===== config.mk =====
export PLATFORM = sky130hd
export DESIGN_NAME = sorted_insert_stack_top
export DESIGN_NICKNAME = d
export VERILOG_FILES = /design/src/sis_pkg.sv /design/src/sis_cell.sv /design/src/sorted_insert_stack_top.sv
export SDC_FILE = /design/constraint.sdc
export NUM_CORES = 2
export LEC_CHECK = 0
export BUFFER_PORTS_ARGS = -buffer_cell sky130_fd_sc_hd__buf_2
export CORE_MARGIN = 3
export CORE_UTILIZATION = 61
export DETAILED_ROUTE_END_ITERATION = 8
export PLACE_DENSITY = 0.82
export SLEW_MARGIN = 5
export SYNTH_ARGS = -nofsm -noshare
export SYNTH_HDL_FRONTEND = slang
export SYNTH_SLANG_ARGS = --single-unit
export TNS_END_PERCENT = 50

===== constraint.sdc =====
create_clock -name i_clk -period 7.9 [get_ports i_clk]
set_clock_uncertainty 0.2 [all_clocks]
set_input_delay 0.395 -clock i_clk [delete_from_list [all_inputs] [get_ports i_clk]]
set_output_delay 0.395 -clock i_clk [all_outputs]
set_load 0.01 [all_outputs]

===== src/sis_pkg.sv =====
package sis_pkg;

    localparam int DEPTH  = 16;
    localparam int DATA_W = 32;
    localparam int CNT_W  = $clog2(DEPTH + 1);

    typedef enum logic [1:0] {
        ACT_PUSH   = 2'd0,
        ACT_INSERT = 2'd1,
        ACT_POP    = 2'd2,
        ACT_CLEAR  = 2'd3
    } t_action;

    typedef enum logic [1:0] {
        ERR_NONE  = 2'd0,
        ERR_FULL  = 2'd1,
        ERR_EMPTY = 2'd2
    } t_error;

    typedef struct packed {
        logic                     push;
        logic                     insert;
        logic                     pop;
        logic                     clear;
        logic signed [DATA_W-1:0] value;
    } t_cell_ctl;

endpackage


===== src/sis_cell.sv =====
module sis_cell (
    input  logic                              i_clk,
    input  logic                              i_rst_n,
    input  sis_pkg::t_cell_ctl                i_ctl,
    input  logic                              i_below_occ,
    input  logic                              i_below_lt,
    input  logic signed [sis_pkg::DATA_W-1:0] i_below_data,
    input  logic                              i_above_occ,
    input  logic                              i_above_any_lt,
    output logic                              o_occ,
    output logic                              o_lt,
    output logic                              o_any_lt,
    output logic signed [sis_pkg::DATA_W-1:0] o_data,
    output logic signed [sis_pkg::DATA_W-1:0] o_top_data
);

    logic                              r_occ;
    logic                              n_occ;
    logic signed [sis_pkg::DATA_W-1:0] r_data;
    logic signed [sis_pkg::DATA_W-1:0] n_data;
    logic                              lt;
    logic                              any_lt;

    assign lt     = r_occ & (r_data < i_ctl.value);
    assign any_lt = lt | i_above_any_lt;

    always_comb begin
        n_occ  = r_occ;
        n_data = r_data;
        if (i_ctl.clear) begin
            n_occ = 1'b0;
        end else if (i_ctl.pop) begin
            n_occ = i_above_occ;
        end else if (i_ctl.push) begin
            n_occ = r_occ | i_below_occ;
            if (!r_occ && i_below_occ) begin
                n_data = i_ctl.value;
            end
        end else if (i_ctl.insert) begin
            n_occ = r_occ | i_below_occ;
            if (!any_lt) begin
                if (i_below_lt) begin
                    n_data = i_ctl.value;
                end else if (i_below_occ) begin
                    n_data = i_below_data;
                end
            end
        end
    end

    always_ff @(posedge i_clk) begin
        if (!i_rst_n) begin
            r_occ <= 1'b0;
        end else begin
            r_occ <= n_occ;
        end
    end

    always_ff @(posedge i_clk) begin
        r_data <= n_data;
    end

    assign o_occ      = r_occ;
    assign o_lt       = lt;
    assign o_any_lt   = any_lt;
    assign o_data     = r_data;
    assign o_top_data = (r_occ && !i_above_occ) ? r_data : '0;

endmodule


===== src/sorted_insert_stack_top.sv =====
// Bounded stack of signed 32-bit words with plain push, sorted insert, pop
// and clear.
// A command word (i_action, i_value) is taken at a rising edge where start
// is high and busy is low; busy is always low, so a word may be given in
// every cycle. The result word appears on the o_ ports in the following
// cycle, marked by o_valid for exactly one cycle; throughput one word per
// cycle.
// Every entry sits in a cell of a chain; a sorted insert is settled in the
// same cycle by a per-cell compare and a flag rippling down from the top,
// and the cells below the insertion point stay put while those above it
// take their lower neighbour's entry.
// A push or insert on a full stack is dropped with error 1, a pop on an
// empty stack returns zero with error 2.
// Synchronous reset empties the stack and drops any pending result; the
// stored entries themselves are not cleared. The receiver cannot stall the
// block and must take each result in the cycle it is shown.
module sorted_insert_stack_top (
    input  logic                              i_clk,
    input  logic                              i_rst_n,
    input  logic                              start,
    output logic                              busy,
    input  logic [1:0]                        i_action,
    input  logic signed [sis_pkg::DATA_W-1:0] i_value,
    output logic                              o_valid,
    output logic signed [sis_pkg::DATA_W-1:0] o_popped_value,
    output logic signed [sis_pkg::DATA_W-1:0] o_top_value,
    output logic [sis_pkg::CNT_W-1:0]         o_count,
    output logic                              o_empty_res,
    output logic [1:0]                        o_error
);

    localparam int D = sis_pkg::DEPTH;
    localparam int W = sis_pkg::DATA_W;
    localparam int C = sis_pkg::CNT_W;

    logic                r_valid;
    logic                n_valid;
    logic [C-1:0]        r_count;
    logic [C-1:0]        n_count;
    logic signed [W-1:0] r_popped;
    logic signed [W-1:0] n_popped;
    sis_pkg::t_error     r_error;
    sis_pkg::t_error     n_error;

    sis_pkg::t_cell_ctl  ctl;
    logic                accept;
    logic                full;
    logic                empty;
    logic signed [W-1:0] top_now;

    logic                occ    [D];
    logic                lt     [D];
    logic                any_lt [D];
    logic signed [W-1:0] data   [D];
    logic signed [W-1:0] top_d  [D];

    assign busy   = 1'b0;
    assign accept = start & ~busy;
    assign full   = (r_count == C'(D));
    assign empty  = (r_count == '0);

    always_comb begin
        top_now = '0;
        for (int k = 0; k < D; k++) begin
            top_now = top_now | top_d[k];
        end
    end

    always_comb begin
        ctl        = '0;
        ctl.value  = i_value;
        n_valid    = accept;
        n_count    = r_count;
        n_popped   = '0;
        n_error    = sis_pkg::ERR_NONE;
        if (accept) begin
            case (sis_pkg::t_action'(i_action))
                sis_pkg::ACT_PUSH: begin
                    if (full) begin
                        n_error = sis_pkg::ERR_FULL;
                    end else begin
                        ctl.push = 1'b1;
                        n_count  = r_count + C'(1);
                    end
                end
                sis_pkg::ACT_INSERT: begin
                    if (full) begin
                        n_error = sis_pkg::ERR_FULL;
                    end else begin
                        ctl.insert = 1'b1;
                        n_count    = r_count + C'(1);
                    end
                end
                sis_pkg::ACT_POP: begin
                    if (empty) begin
                        n_error = sis_pkg::ERR_EMPTY;
                    end else begin
                        ctl.pop  = 1'b1;
                        n_count  = r_count - C'(1);
                        n_popped = top_now;
                    end
                end
                sis_pkg::ACT_CLEAR: begin
                    ctl.clear = 1'b1;
                    n_count   = '0;
                end
                default: begin
                    n_error = sis_pkg::ERR_NONE;
                end
            endcase
        end
    end

    genvar g;
    generate
        for (g = 0; g < D; g++) begin : g_cell
            logic                b_occ;
            logic                b_lt;
            logic signed [W-1:0] b_data;
            logic                a_occ;
            logic                a_any_lt;

            if (g == 0) begin : g_bottom
                assign b_occ  = 1'b1;
                assign b_lt   = 1'b1;
                assign b_data = '0;
            end else begin : g_mid_low
                assign b_occ  = occ[g-1];
                assign b_lt   = lt[g-1];
                assign b_data = data[g-1];
            end

            if (g == D - 1) begin : g_top
                assign a_occ    = 1'b0;
                assign a_any_lt = 1'b0;
            end else begin : g_mid_high
                assign a_occ    = occ[g+1];
                assign a_any_lt = any_lt[g+1];
            end

            sis_cell u_cell (
                .i_clk          (i_clk),
                .i_rst_n        (i_rst_n),
                .i_ctl          (ctl),
                .i_below_occ    (b_occ),
                .i_below_lt     (b_lt),
                .i_below_data   (b_data),
                .i_above_occ    (a_occ),
                .i_above_any_lt (a_any_lt),
                .o_occ          (occ[g]),
                .o_lt           (lt[g]),
                .o_any_lt       (any_lt[g]),
                .o_data         (data[g]),
                .o_top_data     (top_d[g])
            );
        end
    endgenerate

    always_ff @(posedge i_clk) begin
        if (!i_rst_n) begin
            r_valid <= 1'b0;
            r_count <= '0;
            r_error <= sis_pkg::ERR_NONE;
        end else begin
            r_valid <= n_valid;
            r_count <= n_count;
            r_error <= n_error;
        end
    end

    always_ff @(posedge i_clk) begin
        r_popped <= n_popped;
    end

    assign o_valid        = r_valid;
    assign o_popped_value = r_popped;
    assign o_top_value    = top_now;
    assign o_count        = r_count;
    assign o_empty_res    = (r_count == '0);
    assign o_error        = r_error;

endmodule


# --- Yosys cells after proc, flatten, opt, wreduce, memory -nomap -nowiden ---
# Cells that the tools add are included.
totals:
  register_bits: 568
  inputBits: 37
  output_inout_bits: 74
  wordCells: 399
classes:
  n_addsub: 2
  n_lt_le_gt_ge: 16
  n_eq_ne: 38
  muxes: 170
  n_bitwise: 66
  reduce_logical: 71
ops:
  columns: ["op", "n"]
  rows:
  - ["2-to-1 mux 32 bit", 110]
  - ["< comparator 32 bit", 16]
  - ["OR 32 bit", 15]
  - ["AND reduction 6 bit", 15]
  - ["2-to-1 mux 1 bit", 54]
  - ["nonzero test 3 bit", 16]
  - ["inequality test 2 bit, second input constant", 19]
  - ["inequality test 2 x 1 -> 1 bit, second input constant", 15]
  - ["OR 1 bit", 30]
  - ["AND 1 bit", 16]
  - ["logical AND 1 bit", 15]
  - ["logical NOT 1 bit", 15]
  - ["case mux 5 bit (3 select lines)", 1]
  - ["2-to-1 mux 5 bit", 2]
  - ["OR reduction 3 bit", 2]
  - ["adder 5 x 1 -> 5 bit, second input constant", 1]
  - ["== test 5 bit, second input constant", 1]
  - ["logical NOT 5 bit", 1]
  - ["NOT 1 bit", 5]
  - ["AND reduction 5 bit", 1]
  - ["subtractor 5 x 1 -> 5 bit, second input constant", 1]
  - ["== test 2 bit, second input constant", 2]
  - ["2-to-1 mux 4 bit", 1]
  - ["case mux 2 bit (2 select lines)", 1]
  - ["7 further kinds", 8]

# --- Logic depth before layout (Yosys ltp) ---
depth:
  depth_word: 20
  depth_mapped: 13
  ltp_nobuf: 11

# --- Hierarchy ---
# Synthesis repeated with hierarchy kept, for this count alone.
hier_totals:
  cells_unflattened: 4480
  hier_area_um2: 40617.7
by_module_without_submodules:
  columns: ["module", "n_inst", "cells_per_inst", "area_per_inst_um2", "seq_area_each_um2"]
  rows:
  - ["sis_cell (g_cell[0].u_cell ...)", 15, 262, 2391.0, 980.9]
  - ["sis_cell (g_cell[9].u_cell)", 1, 268, 2384.8, 980.9]
  - ["sorted_insert_stack_top", 1, 282, 2367.3, 800.8]

# --- Worst setup path before layout ---
# Ideal clock, no wire load.
synth_path:
  path_kind: "in2reg"
  startpoint: "in i_value[19] (netlist name)"
  endpoint: "reg g_cell[1].u_cell.r_data, in the netlist g_cell[1].u_cell.o_data[0], enable pin"
  setup_ns: 0.470
  arrival_ns: 5.651
  required_ns: 7.230
  setup_slack_ns: 1.579
  path_stages: 10
  path_buffers: 0
  cell_sequence: "clkinv_1 -> ha_1 -> a21oi_2 -> o21ai_1 -> a221o_1 -> a211o_1 -> or3_4 -> a31o_1 -> or4b_4 -> o31ai_1"
synth_between:
  elab_chain_cells: 18
  elab_cells_between_ends: 49
  cone_classes: "order compare (16); eq/ne (1); bitwise (30); reduce/logical (2)"
synth_rtl:
  columns: ["element", "line_no", "rtl"]
  rows:
  - ["start, declared", "sorted_insert_stack_top.sv:23", "input logic signed [sis_pkg::DATA_W-1:0] i_value,"]
  - ["< comparator 32 bit", "sis_cell.sv:24", "assign lt = r_occ & (r_data < i_ctl.value);"]
  - ["AND 1 bit", "sis_cell.sv:24", null]
  - ["OR 1 bit (14 in series)", "sis_cell.sv:25", "assign any_lt = lt | i_above_any_lt;"]
  - ["inequality test 2 bit (no source line)", null, null]
  - ["AND reduction 6 bit (no source line) (*)", null, null]
  - ["end signal, assigned", "sis_cell.sv:60", "r_data <= n_data;"]
  - ["end, declared", "sis_cell.sv:19", "logic signed [sis_pkg::DATA_W-1:0] r_data;"]
# Every way passes the cells marked *; elsewhere a longest branch is shown, timed or not.
# A chain may end at the register's enable or synchronous reset.

# --- Final worst setup path ---
layout_path:
  startpoint: "in i_value[21] (netlist name)"
  endpoint: "reg g_cell[1].u_cell.r_data, in the netlist g_cell[1].u_cell.o_data[15], enable pin"
# Same word-level chain as after synthesis.

==> metrics <==
Cell Area, Placed around 38000 um2; Final Power approximately 7.6 mW; Top FF cell, synth edfxtp_1; Post-DP HPWL slightly above 100000 um; first-pass GRT wire length 209000 um; Synth Instances about 3400; IO buf count roughly 110; top cell type's share of synthesized area a little over two fifths; delay-heaviest family, CP buffers and inverters; htree depth 2; DRC 0; post-synth net total 3906; Die Area 62800 um2; Routability Congestion around 1.1; Leakage 16.0 nW; Avg Synthesized Cell Area 10.8 um2; critical path type in -> reg; Layout Nets 4053; fin area 40800 um2; layout cell share with drive strength beyond 1 between 10% and 20%; Power Dens Cells 185 nW/um2; dpl cells around 4200; distinct cell type count after synthesis between 80 and 90; CORE AREA between 50000 and 60000 um2; fin cells 4344; sequential area share after synthesis 45.2%; Slew Viols, Final 0; clock root buffer clkbuf_16; CP max-delay cell nor4_1; clock buffer depth 3; Worst slew margin 9.21%; hold_buf cts 37; vias in the first global route approximately 31000; Inserted Clock Buffers between 50 and 60; CP startpoint kind input pin; max cap viols 0; Data arrival, critical path around 6800 ps; largest net degree at the start of global routing between 40 and 50; register bit total from synthesis between 500 and 600; I/O Pins ~110; worst slew pin tran approximately 1300 ps; Synth Warn # 0; number of synthesized flops with an enable pin a little over 500; final hold vios 0; commonest non-fill, non-tap cell in the layout edfxtp_1; antenna viol nets, final 0; critical path, cell by cell dlygate4sd3_1 -> buf_2 -> clkinv_1 -> ha_1 -> nand4_1 -> nor4_1 -> nand2_1 -> a21oi_1 -> o32ai_1 -> a31o_1 -> or4b_4 -> o31ai_4 -> buf_4; initial core utilization between 60% and 70%; via/cell ratio 7.47; ys async rst share 0%; initial antenna violation count 10; RSZ-0062 raised after global routing no; PostCTS Resize Cnt 0; WP buf/inv 4; Die Ht about 250 um; gr usage total between 40% and 50%; TritonCTS Sinks ~570; post-CTS setup buffer count 0; Fmax achieved 148 MHz; Pre-Repair DR Iteration Count 7; Worst Hold Slack between 300 and 400 ps; GRT Residual Overflow 0; CTS tree yes; main area contributors after synthesis edfxtp_1 42%, ha_1 17%, mux2_2 5.9%; Area Growth Syn to Fin 11.9%; HP Class in -> reg; final wirelength approximately 150000 um; most frequent cells in the layout 512 x edfxtp_1, 499 x ha_1, 441 x nand2_1, 372 x o21ai_0, 191 x mux2_2; Row Count 89; Worst EP required 7970 ps; Peak VDD IR roughly 0.2 mV; Clock Latency Late Sink 670 ps; clock slew seen by the registers of the worst setup and hold paths roughly 70 ps; Period Utilization, post-route between 80% and 90%; Final setup viols 0; Max Fanout on Critical Path 28; largest area contributor in the netlist edfxtp_1; initial drt markers around 5500; Die Width ~250 um; Via Count around 32000; post-synthesis cell area about 36000 um2; Crit. End Element flip-flop; slowest cell delay on critical path roughly 870 ps; status finished clean; Final min period roughly 6800 ps; setup tns final 0 ps; WL/cell about 33 um
-- stage by stage --
step | util, % | setup WS (ps)
after floorplan | - | 1580
after global placement | 65.1 | 1380
after detailed placement | 65.1 | 1370
after CTS | 69.0 | 1490
after global routing | 69.0 | 1080
final | 69.0 | 1150
-- cell usage after synthesis (all sizes together), types with 56 or more instances --
| master | n |
|---|---|
| edfxtp | 512 |
| ha | 499 |
| nand2 | 442 |
| o21ai | 375 |
| mux2 | 193 |
| a21oi | 187 |
| a22oi | 157 |
| nor2 | 117 |
| clkbuf | 113 |
| nand4 | 79 |
| a221oi | 64 |
| dfxtp | 56 |
-- layout make-up --
type / count / area [um2]
diodes: 5 / 12.5
clock buffers: 84 / 1630
clock inverters: 27 / 324
fillers: 4391 / 18300
inverters: 47 / 176
multi-input cells: 2604 / 19600
flip-flops and latches: 568 / 16500
well taps: 773 / 967
repair buffers: 236 / 1620
-- report_power, final --
group	internal (mW)	leakage (nW)	switching, mW	total, mW
logic	0.422	9.98	0.815	1.24
clock network	1.66	0.951	1.26	2.92
registers	3.34	5.08	0.0628	3.40
total	5.42	16.0	2.13	7.56
-- state kept, by name, summed over array words and instances (netlist names) --
register and flops:
g_cell.u_cell.o_data 512, o_error 2, g_cell.u_cell.o_occ 16, o_popped_value 32, o_count 5, o_valid 1
-- worst paths after layout --
| check | startpoint | endpoint | slack (ps) | depth (start not counted) |
|---|---|---|---|---|
| max | i_value[21] | g_cell[1].u_cell.o_data[15]$_DFFE_PP_ | 1150 | 13 |
| min reg2reg | o_count[2]$_SDFFE_PN0P_ | o_count[2]$_SDFFE_PN0P_ | 370 | 2 |
| min | i_value[24] | g_cell[0].u_cell.o_data[24]$_DFFE_PP_ | 370 | 2 |
| max reg2reg | g_cell[7].u_cell.o_data[20]$_DFFE_PP_ | g_cell[1].u_cell.o_data[14]$_DFFE_PP_ | 2040 | 10 |
-- metal layers --
metal  GRT usage, %  wire, um  vias to the layer above
met2           65.1     58800                     3100
met5          0.849        69                        -
met1           59.6     50800                    15100
met4           28.4     12000                       10
met3           15.3     23700                      794
li1               -         -                    13500
-- cells by family (layout without fill, tap and decap cells) --
logic type,count (synthesis),in the layout,synth area share (%)
AOI/OAI and AO/OA,1011,1011,17.6
and+or+nand+nor,889,889,11.6
DFF,568,568,45.2
adders and majority gates,500,500,17.2
muxes,201,201,6.18
buffers and inverters,197,394,2.14
xor gates and xnor gates,2,2,0.0480
other,1,6,0.0103
No activity file was read; power rests on OpenSTA's default activity.
